## src/hw/rtl/ppap_pkg.sv

```systemverilog
// shared types and codes of the per-client packet admission policer
package ppap_pkg;

	// request kinds
	localparam logic [2:0] KIND_PACKET    = 3'd0;
	localparam logic [2:0] KIND_TICK      = 3'd1;
	localparam logic [2:0] KIND_CONNECT   = 3'd2;
	localparam logic [2:0] KIND_DISCONN   = 3'd3;
	localparam logic [2:0] KIND_HANDSHAKE = 3'd4;
	localparam logic [2:0] KIND_LOAD      = 3'd5;

	// verdicts
	localparam logic [1:0] VERDICT_ACCEPT_ENGINE = 2'd0;
	localparam logic [1:0] VERDICT_ACCEPT_GAME   = 2'd1;
	localparam logic [1:0] VERDICT_DROP_SILENT   = 2'd2;
	localparam logic [1:0] VERDICT_DROP_VIOL     = 2'd3;

	// drop reasons
	localparam logic [2:0] REASON_NONE         = 3'd0;
	localparam logic [2:0] REASON_UNKNOWN_SLOT = 3'd1;
	localparam logic [2:0] REASON_BUDGET       = 3'd2;
	localparam logic [2:0] REASON_NOT_SENDABLE = 3'd3;
	localparam logic [2:0] REASON_SIZE         = 3'd4;
	localparam logic [2:0] REASON_HANDSHAKE    = 3'd5;
	localparam logic [2:0] REASON_TYPE_CAP     = 3'd6;

	// register indexes (paddr[3:2])
	localparam logic [1:0] REG_MAX_PACKETS = 2'd0;
	localparam logic [1:0] REG_MAX_BYTES   = 2'd1;
	localparam logic [1:0] REG_VIOL_LIMIT  = 2'd2;

	localparam logic [15:0] MAX_PACKETS_RESET = 16'd64;
	localparam logic [23:0] MAX_BYTES_RESET   = 24'd65536;
	localparam logic [7:0]  VIOL_LIMIT_RESET  = 8'd32;

	typedef struct packed {
		logic [2:0]  kind;
		logic [5:0]  client_slot;
		logic [7:0]  packet_type;
		logic [15:0] packet_size;
		logic [15:0] contract_min_size;
		logic [15:0] contract_max_size;
		logic [7:0]  contract_per_tick;
		logic        contract_needs_handshake;
		logic        contract_overcap_violates;
	} pkt_t;

	typedef struct packed {
		logic [1:0] verdict;
		logic [2:0] drop_reason;
		logic [7:0] violation_total;
		logic       disconnect;
		logic [5:0] slot_out;
	} res_t;

	// per-slot tick counters
	typedef struct packed {
		logic [15:0] pkts;
		logic [23:0] bytes;
	} cnt_t;

	// per-slot connection state
	typedef struct packed {
		logic       valid;
		logic       hs;
		logic [7:0] viol;
	} slot_t;

	typedef struct packed {
		logic [15:0] min_size;
		logic [15:0] max_size;
		logic [7:0]  per_tick;
		logic        needs_hs;
		logic        overcap_violates;
	} contract_t;

	typedef enum logic [1:0] {
		SW_RESET = 2'd0,
		SW_TICK  = 2'd1,
		SW_SLOT  = 2'd2
	} sweep_mode_t;

	typedef struct packed {
		logic        capture;
		logic        commit;
		logic        sweep;
		sweep_mode_t mode;
	} ctl_cmd_t;

	typedef struct packed {
		logic item_tick;
		logic item_conn;
		logic out_free;
	} ctl_sts_t;

endpackage

```

## src/hw/rtl/ppap_ctrl.sv

```systemverilog
// controller state machine: capture, read, execute and clearing sweeps
module ppap_ctrl import ppap_pkg::*; #(
	parameter int CLIENT_SLOTS = 64,
	parameter int ENGINE_TYPES = 16,
	localparam int TOT  = CLIENT_SLOTS * ENGINE_TYPES,
	localparam int TI_W = (TOT > 1) ? $clog2(TOT) : 1
) (
	input  logic            clk,
	input  logic            arst_n,
	input  logic            pkt_valid,
	output logic            pkt_stall,
	input  ctl_sts_t        sts,
	output ctl_cmd_t        cmd,
	output logic [TI_W-1:0] sweep_idx
);

	typedef enum logic [3:0] {
		ST_IDLE  = 4'b0001,
		ST_READ  = 4'b0010,
		ST_EXEC  = 4'b0100,
		ST_SWEEP = 4'b1000
	} state_t;

	state_t          state_q;
	sweep_mode_t     mode_q;
	logic [TI_W-1:0] idx_q;
	logic [TI_W-1:0] last_idx;

	assign last_idx = (mode_q == SW_SLOT) ? TI_W'(ENGINE_TYPES - 1) : TI_W'(TOT - 1);

	// commands
	always_comb begin
		cmd.capture = (state_q == ST_IDLE) && pkt_valid;
		cmd.commit  = (state_q == ST_EXEC) && sts.out_free;
		cmd.sweep   = (state_q == ST_SWEEP);
		cmd.mode    = mode_q;
	end

	assign pkt_stall = (state_q != ST_IDLE);
	assign sweep_idx = idx_q;

	// sequencing
	always_ff @(posedge clk or negedge arst_n) begin
		if (!arst_n) begin
			state_q <= ST_SWEEP;
			mode_q  <= SW_RESET;
			idx_q   <= '0;
		end else begin
			case (state_q)
				ST_IDLE: begin
					if (pkt_valid) state_q <= ST_READ;
				end
				ST_READ: begin
					state_q <= ST_EXEC;
				end
				ST_EXEC: begin
					if (sts.out_free) begin
						idx_q <= '0;
						if (sts.item_tick) begin
							mode_q  <= SW_TICK;
							state_q <= ST_SWEEP;
						end else if (sts.item_conn) begin
							mode_q  <= SW_SLOT;
							state_q <= ST_SWEEP;
						end else begin
							state_q <= ST_IDLE;
						end
					end
				end
				ST_SWEEP: begin
					if (idx_q == last_idx) begin
						state_q <= ST_IDLE;
					end else begin
						idx_q <= idx_q + TI_W'(1);
					end
				end
				default: begin
					state_q <= ST_IDLE;
				end
			endcase
		end
	end

endmodule

```

## config.mk

```make
export PLATFORM = sky130hd
export DESIGN_NAME = ppap_ctrl
export DESIGN_NICKNAME = d
export VERILOG_FILES = /design/src/hw/rtl/ppap_pkg.sv /design/src/hw/rtl/ppap_ctrl.sv
export SDC_FILE = /design/constraint.sdc
export NUM_CORES = 1
export LEC_CHECK = 0
export ABC_AREA = 1
export ABC_CLOCK_PERIOD_IN_PS = 2300
export BUFFER_PORTS_ARGS = -buffer_cell sky130_fd_sc_hd__buf_2
export CORE_MARGIN = 5
export CORE_UTILIZATION = 56
export DETAILED_ROUTE_END_ITERATION = 12
export HOLD_SLACK_MARGIN = 0.05
export PLACE_DENSITY = 0.82
export SYNTH_ARGS = -nofsm -noshare
export SYNTH_HDL_FRONTEND = slang
export SYNTH_SLANG_ARGS = --single-unit
```

## constraint.sdc

```tcl
create_clock -name clk -period 2.3 [get_ports clk]
set_input_delay 0.575 -clock clk [delete_from_list [all_inputs] [get_ports clk]]
set_output_delay 0.575 -clock clk [all_outputs]
set_load 0.01 [all_outputs]
```

* After elaboration in Yosys (flattened, before gate mapping) *
Index checks and enable logic that the tools add are counted.

storage, ports and cells
  output and inout port bits = 16
  register bits = 16
  logic and storage cells = 34
  input port bits = 6

cells by class
  equality and inequality tests = 11
  add/sub/neg operators = 1
  multiplexer cells = 12
  reductions and logical operators = 7

operators with widths
  kind                                                   count
  2-to-1 mux 10 bit                                      3
  2-to-1 mux 4 bit                                       5
  one-hot mux 10 bit (2 select lines)                    1
  one-hot mux 4 bit (4 select lines)                     1
  adder 10 x 1 -> 10 bit, second input constant          1
  equality test 10 bit                                   1
  AND reduction 3 bit                                    3
  inequality test 2 bit, second input constant           3
  equality test 4 x 1 -> 1 bit, second input constant    1
  equality test 4 x 2 -> 1 bit, second input constant    1
  equality test 4 x 3 -> 1 bit, second input constant    1
  equality test 4 bit, second input constant             1
  2-to-1 mux 2 bit                                       2
  inequality test 4 x 1 -> 1 bit, second input constant  1
  nonzero test 2 bit                                     2
  equality test 2 bit, second input constant             1
  logical AND 1 bit                                      2
  inequality test 2 x 1 -> 1 bit, second input constant  1

* Depth between registers and ports, before layout *
Gate-level depths: netlist of run 1.

  depth after elaboration = 5
  depth in mapped cells = 10
  depth with buffers taken out = 10

* Worst setup path after synthesis of run 1 *
OpenSTA, ideal clock, no wires.

  path type = register to output
  start point = reg state_q[2]
  end point = out cmd[4] (netlist bit)
  buffers on the path = 0
  data arrival time = 0.944 ns
  cell stages (with the launch flop) = 4
  slack = 0.781 ns
  required time = 1.725 ns
  cells stage by stage = dfrtp_1 nor2_1 nand3_1 nor2_1

RTL lines
  element                   line             source
  start: declaration        ppap_ctrl.sv:24  state_t state_q;
  start signal: assignment  ppap_ctrl.sv:45  state_q <= ST_SWEEP;
  start signal: assignment  ppap_ctrl.sv:51  if (pkt_valid) state_q <= ST_READ;
  start signal: assignment  ppap_ctrl.sv:54  state_q <= ST_EXEC;
  end: declaration          ppap_ctrl.sv:13  output ctl_cmd_t cmd,

==> flow_summary.yaml, run 1 <==
outcome:
  outcome: "finished clean"
global_routing:
  grt_pass1_vias: 852
  grt_remaining_overflow: 0
  grt_max_degree: 18
  grt_pass1_wl_um: 3560
  grt_usage_pct: 17.7
  antenna_found_initial: 0
critical_path:
  end_kind: "primary output"
  slowest_stage: "dfstp_2"
  reg2reg_to: "sweep_idx[3]"
  crit_path_start_kind: "flip-flop"
  crit_required_ns: 1.73
  path_class: "reg2out"
  arrival_ns: 1.36
  regToRegSetupSlack_ns: 0.65
  ff2ff_path_depth: 10
  reg2reg_from: "sweep_idx[0]"
  critPathMaxStageDelay_ns: 0.54
  critPathLaunch: "state_q[3]"
  crit_path_cell_trace: "inv_1 -> nor3_4 -> buf_2"
  path_max_fanout: 6
clock_network:
  cts.clk_slew.worst_paths_ns: 0.10
  cts-root-buf: "clkbuf_4"
  clk-insertion-delay-late_ns: 0.29
  cts_tree: "yes"
  numCtsBuffers: 3
  cts_buffer_depth: 2
  post_cts_resized: 0
  htreeDepth: 1
  numClockSinks: 16
  ctsHoldBuffers: 0
  post_cts_buffers: 0
detailed_routing:
  dr.pass1.iters: 4
  drt_iter0_drc: 18
  vias: 920
  wl_per_cell_um: 12.1
  remaining_drc_errors: 0
  vias_per_cell: 5.41
  wl_um: 2060
  ant_nets: 0
layout:
  nNetsFinal: 161
  area_growth_pct: 13.6
  diodes: 0
  multi_input_area_um2: 483
  final_cell_mix: "33 x nand2_1, 21 x buf_2, 19 x nand3_1"
  post-route-util_pct: 65.6
  regArea_um2: 402
  nFillCells: 166
  drive_above_1_share_pct: 23.5
  layoutNonFillerInstCount: 170
  layout.cells.most_common: "nand2_1"
  design_area_um2: 1110
placed_design:
  placed_area_um2: 1080
  dp_hpwl_um: 1590
  gp_congestion: 0.824
  dp.cells: 166
  port_buffers: 21
timing:
  fmax_mhz: 516
  hold_ws_ns: 0.177
  post-route-period-util_pct: 84.3
  slew_viol_final: 0
  tightest_slew_ns: 0.395
  setup_viol: 0
  rsz0062_at_grt: "false"
  setup-tns-final_ns: 0
  slew_headroom_pct: 73.6
  layout_min_cycle_time_ns: 1.94
  hold_viol: 0
  finalClockSkew_ns: 0.0142
worst_hold_path:
  worstHoldPathType: "in2async"
die:
  fp-row-count: 15
  coreArea_um2: 1690
  dieHeight_um: 51.7
  dieArea_um2: 2680
  initial_core_util_pct: 57.8
  die_x_um: 51.7
  ioPinCount: 22
pwr:
  powerDensity_nw_per_um2: 1150
  ir_drop_uv: 626
  total_leakage_power_nw: 0.623
synthesis:
  ys_ff_latch: 16
  syn-num-nets: 137
  synth_top_area_share_pct: 38.5
  yosysSeqAreaShare_pct: 41.2
  yosys_warnings: 0
  postSynthAreaPerCell_um2: 7.51
  syn_inst: 130
  ys.flop_type: "dfrtp_1"
  syn_area_um2: 976
  synth_enable_flop_cells: 0
  async_flop_share_pct: 100
  yosysUniqueCellTypes: 27
  synth_top_cell_by_area: "dfrtp_1"
  netlist_top_cells_area: "dfrtp_1 38%, nand2_1 13%, nand3_1 9.7%, inv_1 6.9%, nor2_1 4.6%"
flow_run:
  max_cap_violations: 0
## metrics by stage
| step | power, mW | setup WS, ns |
|---|---|---|
| after floorplan | 0.922 | 0.781 |
| after global placement | 1.10 | 0.682 |
| after detailed placement | 1.12 | 0.653 |
| after CTS | 1.28 | 0.348 |
| after global routing | 1.38 | 0.249 |
| final | 1.27 | 0.361 |
## cell usage after synthesis, types with 2 or more instances
library cell and instances:
dfrtp_1 15, nand4_1 2, nand2_1 33, o21ai_0 7, nand2_2 2, inv_1 18, nand3_1 19, nor2_1 12
nand3_2 2, xor2_1 3
## flip-flops by register name, indices dropped and copies added (netlist names)
register   count
sweep_idx     10
state_q        4
mode_q         2
## critical path: cells and delay by family (launching register included)
kind	cells	cell delay (ns)
DFF	1	0.54
and+or+nand+nor	1	0.29
buffers and inverters	2	0.26
## logic make-up after synthesis
logic type,synth area share (%)
buffers and inverters,9.36
AO/OA/AOI/OAI,7.31
AND/OR/NAND/NOR,38.2
XOR/XNOR,2.69
flip-flops,41.2
adder cells (fa/ha/maj),1.28
## power breakdown
| part | switching (mW) | internal [mW] | leakage, nW |
|---|---|---|---|
| Sequential | 0.148 | 0.395 | 0.194 |
| Clock | 0.0904 | 0.0673 | 0.0150 |
| Combinational | 0.334 | 0.235 | 0.415 |
## layer usage
layer	GRT usage, %	share of wire, %	up-vias
met2	30.3	51	20
met5	0	0	-
li1	-	-	462
met3	3.44	4.6	4
met4	7.42	1.3	0
met1	21.6	43	434
## worst max path at each step
stage | slack (ns) | to | cells after the start
floorplan | 0.78 | cmd[4] | 3
global placement | 0.68 | cmd[2] | 3
detailed placement | 0.65 | sweep_idx[3] | 10
CTS | 0.35 | cmd[2] | 3
global route | 0.25 | cmd[2] | 3
finish | 0.36 | cmd[2] | 3
## final cells by class
| class | count | area share, % |
|---|---|---|
| repair buffers | 21 | 9.48 |
| well taps | 17 | 1.92 |
| flip-flops and latches | 16 | 36.2 |
| multi-input cells | 93 | 43.6 |
| clock buffers | 4 | 2.37 |
| inverters | 19 | 6.43 |
Power figures use the tool's default switching activity.
==> run 2, diff against run 1 <==
--- a/config.mk
+++ b/config.mk
@@ -6,13 +6,13 @@
 export NUM_CORES = 1
 export LEC_CHECK = 0
 export ABC_AREA = 1
-export ABC_CLOCK_PERIOD_IN_PS = 2300
+export ABC_CLOCK_PERIOD_IN_PS = 1550
 export BUFFER_PORTS_ARGS = -buffer_cell sky130_fd_sc_hd__buf_2
 export CORE_MARGIN = 5
-export CORE_UTILIZATION = 56
+export CORE_UTILIZATION = 47
 export DETAILED_ROUTE_END_ITERATION = 12
 export HOLD_SLACK_MARGIN = 0.05
-export PLACE_DENSITY = 0.82
+export PLACE_DENSITY = 0.74
 export SYNTH_ARGS = -nofsm -noshare
 export SYNTH_HDL_FRONTEND = slang
 export SYNTH_SLANG_ARGS = --single-unit
==> constraint.sdc (replaced) <==
create_clock -name clk -period 1.55 [get_ports clk]
set_input_delay 0.3875 -clock clk [delete_from_list [all_inputs] [get_ports clk]]
set_output_delay 0.3875 -clock clk [all_outputs]
set_load 0.01 [all_outputs]
==> flow_summary.yaml, run 2 (synthesis gave the netlist of run 1 again) <==
placed_design:
  port_buffers: 21
  gp_congestion: 0.824
  placed_area_um2: 1150
  pre_cts_slack_ns: 0.116
  dp.cells: 183
  dp_hpwl_um: 1660
detailed_routing:
  dr.pass1.iters: 4
  vias: 947
  wl_per_cell_um: 11.5
  drt_iter0_drc: 30
  ant_nets: 0
  vias_per_cell: 4.86
  remaining_drc_errors: 0
  wl_um: 2240
layout:
  largest_reg_flops: 10
  layoutNonFillerInstCount: 195
  multi_input_area_um2: 502
  design_area_um2: 1270
  post-route-util_pct: 64.8
  layout.cells.most_common: "nand2_1"
  nNetsFinal: 176
  area_growth_pct: 30.3
  diodes: 0
  nFillCells: 182
  drive_above_1_share_pct: 33.3
  regArea_um2: 402
  final_cell_mix: "33 x nand2_1, 20 x buf_2, 18 x nand3_1"
critical_path:
  arrival_ns: 1.24
  path_class: "reg2out"
  crit_required_ns: 1.16
  crit_path_start_kind: "flip-flop"
  end_kind: "primary output"
  slowest_stage: "dfstp_2"
  crit_path_cell_trace: "inv_2 -> nand4_1 -> nor2_2 -> buf_2"
  critPathMaxStageDelay_ns: 0.55
  regToRegSetupSlack_ns: 0.11
  path_max_fanout: 3
pwr:
  share_comb_of_total_power_pct: 50.3
  switching_share_pct: 43.1
  p_switching_mw: 0.933
  internal_power_mw: 1.23
  p_clk_share_pct: 13.5
  p_total_mw: 2.16
  ir_drop_uv: 1260
  pwr-share-seq_pct: 36.2
  total_leakage_power_nw: 0.708
  powerDensity_nw_per_um2: 1700
die:
  coreArea_um2: 1960
  initial_core_util_pct: 49.7
  fp-row-count: 16
  ioPinCount: 22
  dieArea_um2: 3090
  die_x_um: 55.6
  dieHeight_um: 55.6
timing:
  slew_viol_final: 0
  layout_min_cycle_time_ns: 1.63
  final.setup.worst_slack_ns: -0.0807
  finalClockSkew_ns: 0.0112
  tightest_slew_ns: 0.368
  fmax_mhz: 613
  hold_viol: 0
  post-route-period-util_pct: 105
  setup_viol: 3
  rsz0062_at_grt: "true"
  slew_headroom_pct: 75.5
global_routing:
  grt_pass1_wl_um: 4020
  grt_pass1_vias: 904
  grt_max_degree: 18
  grt_remaining_overflow: 0
  antenna_found_initial: 0
  grt_usage_pct: 16.0
clock_network:
  htreeDepth: 1
  numCtsBuffers: 3
  cts.clk_slew.worst_paths_ns: 0.09
  clk-insertion-delay-late_ns: 0.30
  cts_buffer_depth: 2
  numClockSinks: 16
  cts-root-buf: "clkbuf_4"
  cts_tree: "yes"
flow_run:
  max_cap_violations: 0
outcome:
  violations: "negative setup slack"
  outcome: "complete, but fails checks"
worst_hold_path:
  worstHoldPathType: "in2reg"
[run 2: cell types whose count changed in the layout (fill, tap and decap cells not counted), sizes merged]
cell | previous run | this run
buf | 21 | 35
dlygate4sd3 | 0 | 1
[run 2: per-stage QoR]
stage / hold WS [ns] / TNS, ns
after global routing: 0.331 / -0.454
after global placement: 0.319 / 0
after floorplan: 0.0919 / 0
after CTS: 0.328 / -0.138
after detailed placement: 0.320 / 0
final: 0.327 / -0.147
[run 2: metal layers]
metal	up-vias	part of all wire, %	global-route usage, %
met1	430	45	20.9
met4	0	2.1	7.29
met3	5	4.2	2.32
met2	22	49	25.8
li1	490	-	-
met5	-	0	0
[run 2: final timing paths]
kind / start / to / depth (start not counted)
worst min register to register: sweep_idx[7] / sweep_idx[7] / 2
worst min-delay path: pkt_valid / state_q[1] / 3
min in group asynchronous: arst_n / sweep_idx[0] / 2
max in group asynchronous: arst_n / state_q[3] / 2
worst max register to register: sweep_idx[0] / sweep_idx[8] / 7
worst max-delay path: state_q[3] / cmd[3] / 4
[run 2: what timing repair did]
| item | 4_1_cts | 5_1_grt |
|---|---|---|
| hold endpoints to repair | 15 | 0 |
| resized for setup | 5 | 2 |
| setup endpoints to repair | 4 | 7 |
| pin swaps | 3 | 3 |
| setup buffers | 4 | 3 |
| hold buffers | 1 | 0 |
[run 2: area by class of cell]
type / instances / share of cell area (%)
tap: 27 / 2.66
inverter: 19 / 5.61
clock buffer: 4 / 2.85
sequential: 16 / 31.6
multi-input combinational: 93 / 39.5
timing repair buffer: 36 / 17.8
[run 2: power groups by stage]
stage	clock network [mW]	logic [mW]	registers, mW
2_1_floorplan	0	0.521	0.847
3_3_place_gp	0	0.923	0.781
3_5_place_dp	0	0.940	0.793
4_1_cts	0.292	1.02	0.783
5_1_grt	0.313	1.23	0.816
6_report	0.292	1.09	0.784
[run 2: worst max-delay path: cells and delay by family, from the launching register on]
kind          cells  cell delay [ns]
buf+inv           2             0.19
simple gates      2             0.20
flops             1             0.55
==> run 3, diff against run 2 <==
--- a/config.mk
+++ b/config.mk
@@ -5,14 +5,14 @@
 export SDC_FILE = /design/constraint.sdc
 export NUM_CORES = 1
 export LEC_CHECK = 0
-export ABC_AREA = 1
 export ABC_CLOCK_PERIOD_IN_PS = 1550
 export BUFFER_PORTS_ARGS = -buffer_cell sky130_fd_sc_hd__buf_2
 export CORE_MARGIN = 5
-export CORE_UTILIZATION = 47
+export CORE_UTILIZATION = 46
 export DETAILED_ROUTE_END_ITERATION = 12
 export HOLD_SLACK_MARGIN = 0.05
-export PLACE_DENSITY = 0.74
+export PLACE_DENSITY = 0.73
 export SYNTH_ARGS = -nofsm -noshare
 export SYNTH_HDL_FRONTEND = slang
 export SYNTH_SLANG_ARGS = --single-unit
+export TNS_END_PERCENT = 5
==> flow_summary.yaml, run 3 <==
outcome:
  outcome: "complete, but fails checks"
  violations: "negative setup slack"
synthesis:
  ys_ff_latch: 16
  syn-num-nets: 89
  postSynthAreaPerCell_um2: 10.7
  yosys_warnings: 0
  synth_top_area_share_pct: 42.9
  syn_inst: 82
  ys.flop_type: "dfrtp_1"
  yosysSeqAreaShare_pct: 45.9
  synth_enable_flop_cells: 0
  yosysUniqueCellTypes: 33
  synthTopCellsByCount: "15 x dfrtp_1, 8 x nand2_1, 7 x nand3_1, 7 x nor2_1"
  netlist_top_cells_area: "dfrtp_1 43%, a22o_1 4.0%, nand3_1 4.0%, nand2_1 3.4%, a41oi_4 3.1%"
  yosysMostFrequentCell: "dfrtp_1"
  synth_top_cell_by_area: "dfrtp_1"
  syn_area_um2: 876
  async_flop_share_pct: 100
global_routing:
  grt_pass1_vias: 953
  antenna_found_initial: 0
  grt_remaining_overflow: 0
  grt_usage_pct: 20.6
  grt_pass1_wl_um: 4250
  grt_max_degree: 17
placed_design:
  port_buffers: 21
  dp.cells: 155
  pre_cts_slack_ns: -0.358
  gp_congestion: 0.847
  dp_hpwl_um: 1780
critical_path:
  path_max_fanout: 3
  path_class: "reg2out"
  crit_path_start_kind: "flip-flop"
  end_kind: "primary output"
  ff2ff_path_depth: 7
  slowest_stage: "or4b_4"
  arrival_ns: 1.62
  crit_path_cell_trace: "buf_4 -> or4b_4 -> nor2_4 -> buf_6"
  critPathMaxStageDelay_ns: 0.57
  crit_required_ns: 1.16
timing:
  final.setup.worst_slack_ns: -0.457
  slew_viol_final: 0
  fmax_mhz: 498
  setup_viol: 16
  finalClockSkew_ns: 0.00190
  rsz0062_at_grt: "true"
  tightest_slew_ns: 0.368
  hold_viol: 0
  slew_headroom_pct: 75.5
  layout_min_cycle_time_ns: 2.01
  hold_ws_ns: 0.306
  post-route-period-util_pct: 129
layout:
  diodes: 0
  layout.cells.most_common: "buf_4"
  final_cell_mix: "25 x buf_4, 19 x buf_2, 12 x dfrtp_1"
  area_growth_pct: 58.6
  layoutNonFillerInstCount: 167
  post-route-util_pct: 78.7
  largest_reg_flops: 10
  nNetsFinal: 150
  drive_above_1_share_pct: 53.5
clock_network:
  cts_buffer_depth: 2
  cts_tree: "yes"
  clk-insertion-delay-late_ns: 0.29
  cts.clk_slew.worst_paths_ns: 0.09
  cts-root-buf: "clkbuf_4"
  numCtsBuffers: 3
  htreeDepth: 1
  numClockSinks: 16
die:
  dieHeight_um: 53.6
  initial_core_util_pct: 49.6
  coreArea_um2: 1760
  die_x_um: 53.6
  dieArea_um2: 2880
  ioPinCount: 22
  fp-row-count: 15
detailed_routing:
  remaining_drc_errors: 0
  drt_iter0_drc: 17
  wl_um: 2530
  vias: 896
  dr.pass1.iters: 4
  ant_nets: 0
  maxUsedRoutingLayer: "met4"
  vias_per_cell: 5.37
  met3WireLength_um: 99
  wl_per_cell_um: 15.1
  dr_wl_met2_um: 1200
  drt-met1-wl_um: 1170
worst_hold_path:
  worstHoldPathType: "in2reg"
  hold_path_depth: 2
pwr:
  p_clk_share_pct: 12.6
  p_total_mw: 1.84
  total_leakage_power_nw: 0.718
  pwr-share-seq_pct: 33.3
  share_comb_of_total_power_pct: 54.1
  internal_power_mw: 1.18
  switching_share_pct: 36.1
  ir_drop_uv: 1100
  p_switching_mw: 0.665
  powerDensity_nw_per_um2: 1330
flow_run:
  max_cap_violations: 0
run 3: cell types whose count changed after synthesis, moves of 2 or more:
| cell | delta |
|---|---|
| nand2b_1 | +3 |
| o21ai_0 | -7 |
| a221o_1 | +2 |
| nor2_1 | -5 |
| nand3_1 | -12 |
| nand2_2 | -2 |
| and3_1 | +4 |
| xnor2_1 | +3 |
| nand4_1 | -2 |
| o21ai_1 | +3 |
| inv_1 | -16 |
| a22o_1 | +4 |
| nand2_1 | -25 |
run 3: worst max-delay path, delay by kind of cell, from the launching register on:
kind / cells / cell delay (ns)
buffers and inverters: 2 / 0.24
DFF: 1 / 0.38
and+or+nand+nor: 2 / 0.71
run 3: per-layer routing:
layer | GRT usage (%) | up-vias
met5 | 0 | -
met4 | 6.81 | 0
met3 | 3.60 | 6
met2 | 35.1 | 20
met1 | 26.1 | 446
li1 | - | 424
run 3: kinds of logic (layout without fill, tap and decap cells):
family	after synthesis	after routing	share of synthesized area, %
AOI/OAI and AO/OA	17	17	19.0
buffers and inverters	3	63	1.29
muxes	1	1	1.29
DFF	16	16	45.9
xor gates and xnor gates	5	5	5.00
adders and majority gates	1	1	1.43
and+or+nand+nor	39	39	26.1
run 3: area by class of cell:
cell class | count | area, um2
Timing Repair Buffer | 56 | 417
Tap cell | 25 | 31.3
Fill cell | 133 | 375
Sequential cell | 16 | 405
Multi-Input combinational cell | 63 | 498
Clock buffer | 4 | 26.3
Inverter | 3 | 11.3
run 3: path summary, 6_finish.rpt:
| path | slack [ns] | startpoint | endpoint |
|---|---|---|---|
| worst min-delay path | 0.31 | sts[2] | mode_q[1] |
| min in group asynchronous | 0.54 | arst_n | state_q[1] |
| max in group asynchronous | 0.70 | arst_n | state_q[3] |
| worst min register to register | 0.62 | sweep_idx[1] | sweep_idx[1] |
| worst max register to register | -0.45 | state_q[2] | sweep_idx[6] |
| worst max-delay path | -0.46 | state_q[3] | cmd[4] |
run 3: power by group through the flow:
stage | clock network [mW] | registers (mW) | logic, mW
2_1_floorplan | 0 | 0.714 | 0.318
3_3_place_gp | 0 | 0.619 | 0.768
3_5_place_dp | 0 | 0.625 | 0.787
4_1_cts | 0.232 | 0.609 | 0.960
5_1_grt | 0.259 | 0.628 | 1.09
6_report | 0.233 | 0.614 | 0.997
run 3: repair_timing:
item                                    4_1_cts  5_1_grt
pin swaps                                     9        6
resized for setup                             9        8
endpoints found under the hold margin        15        0
setup buffers                                 8        0
gates cloned                                  0        0
endpoints found under the setup margin       16       18
hold buffers                                  1        0
run 3: per-stage QoR:
| step | cell area, um2 | setup TNS, ns |
|---|---|---|
| 6_report | 1390 | -5.30 |
| 5_1_grt | 1390 | -5.93 |
| 4_1_cts | 1370 | -4.74 |
| 3_5_place_dp | 1230 | -3.24 |
| 3_3_place_gp | 1230 | -2.66 |
| 2_1_floorplan | 888 | -2.91 |
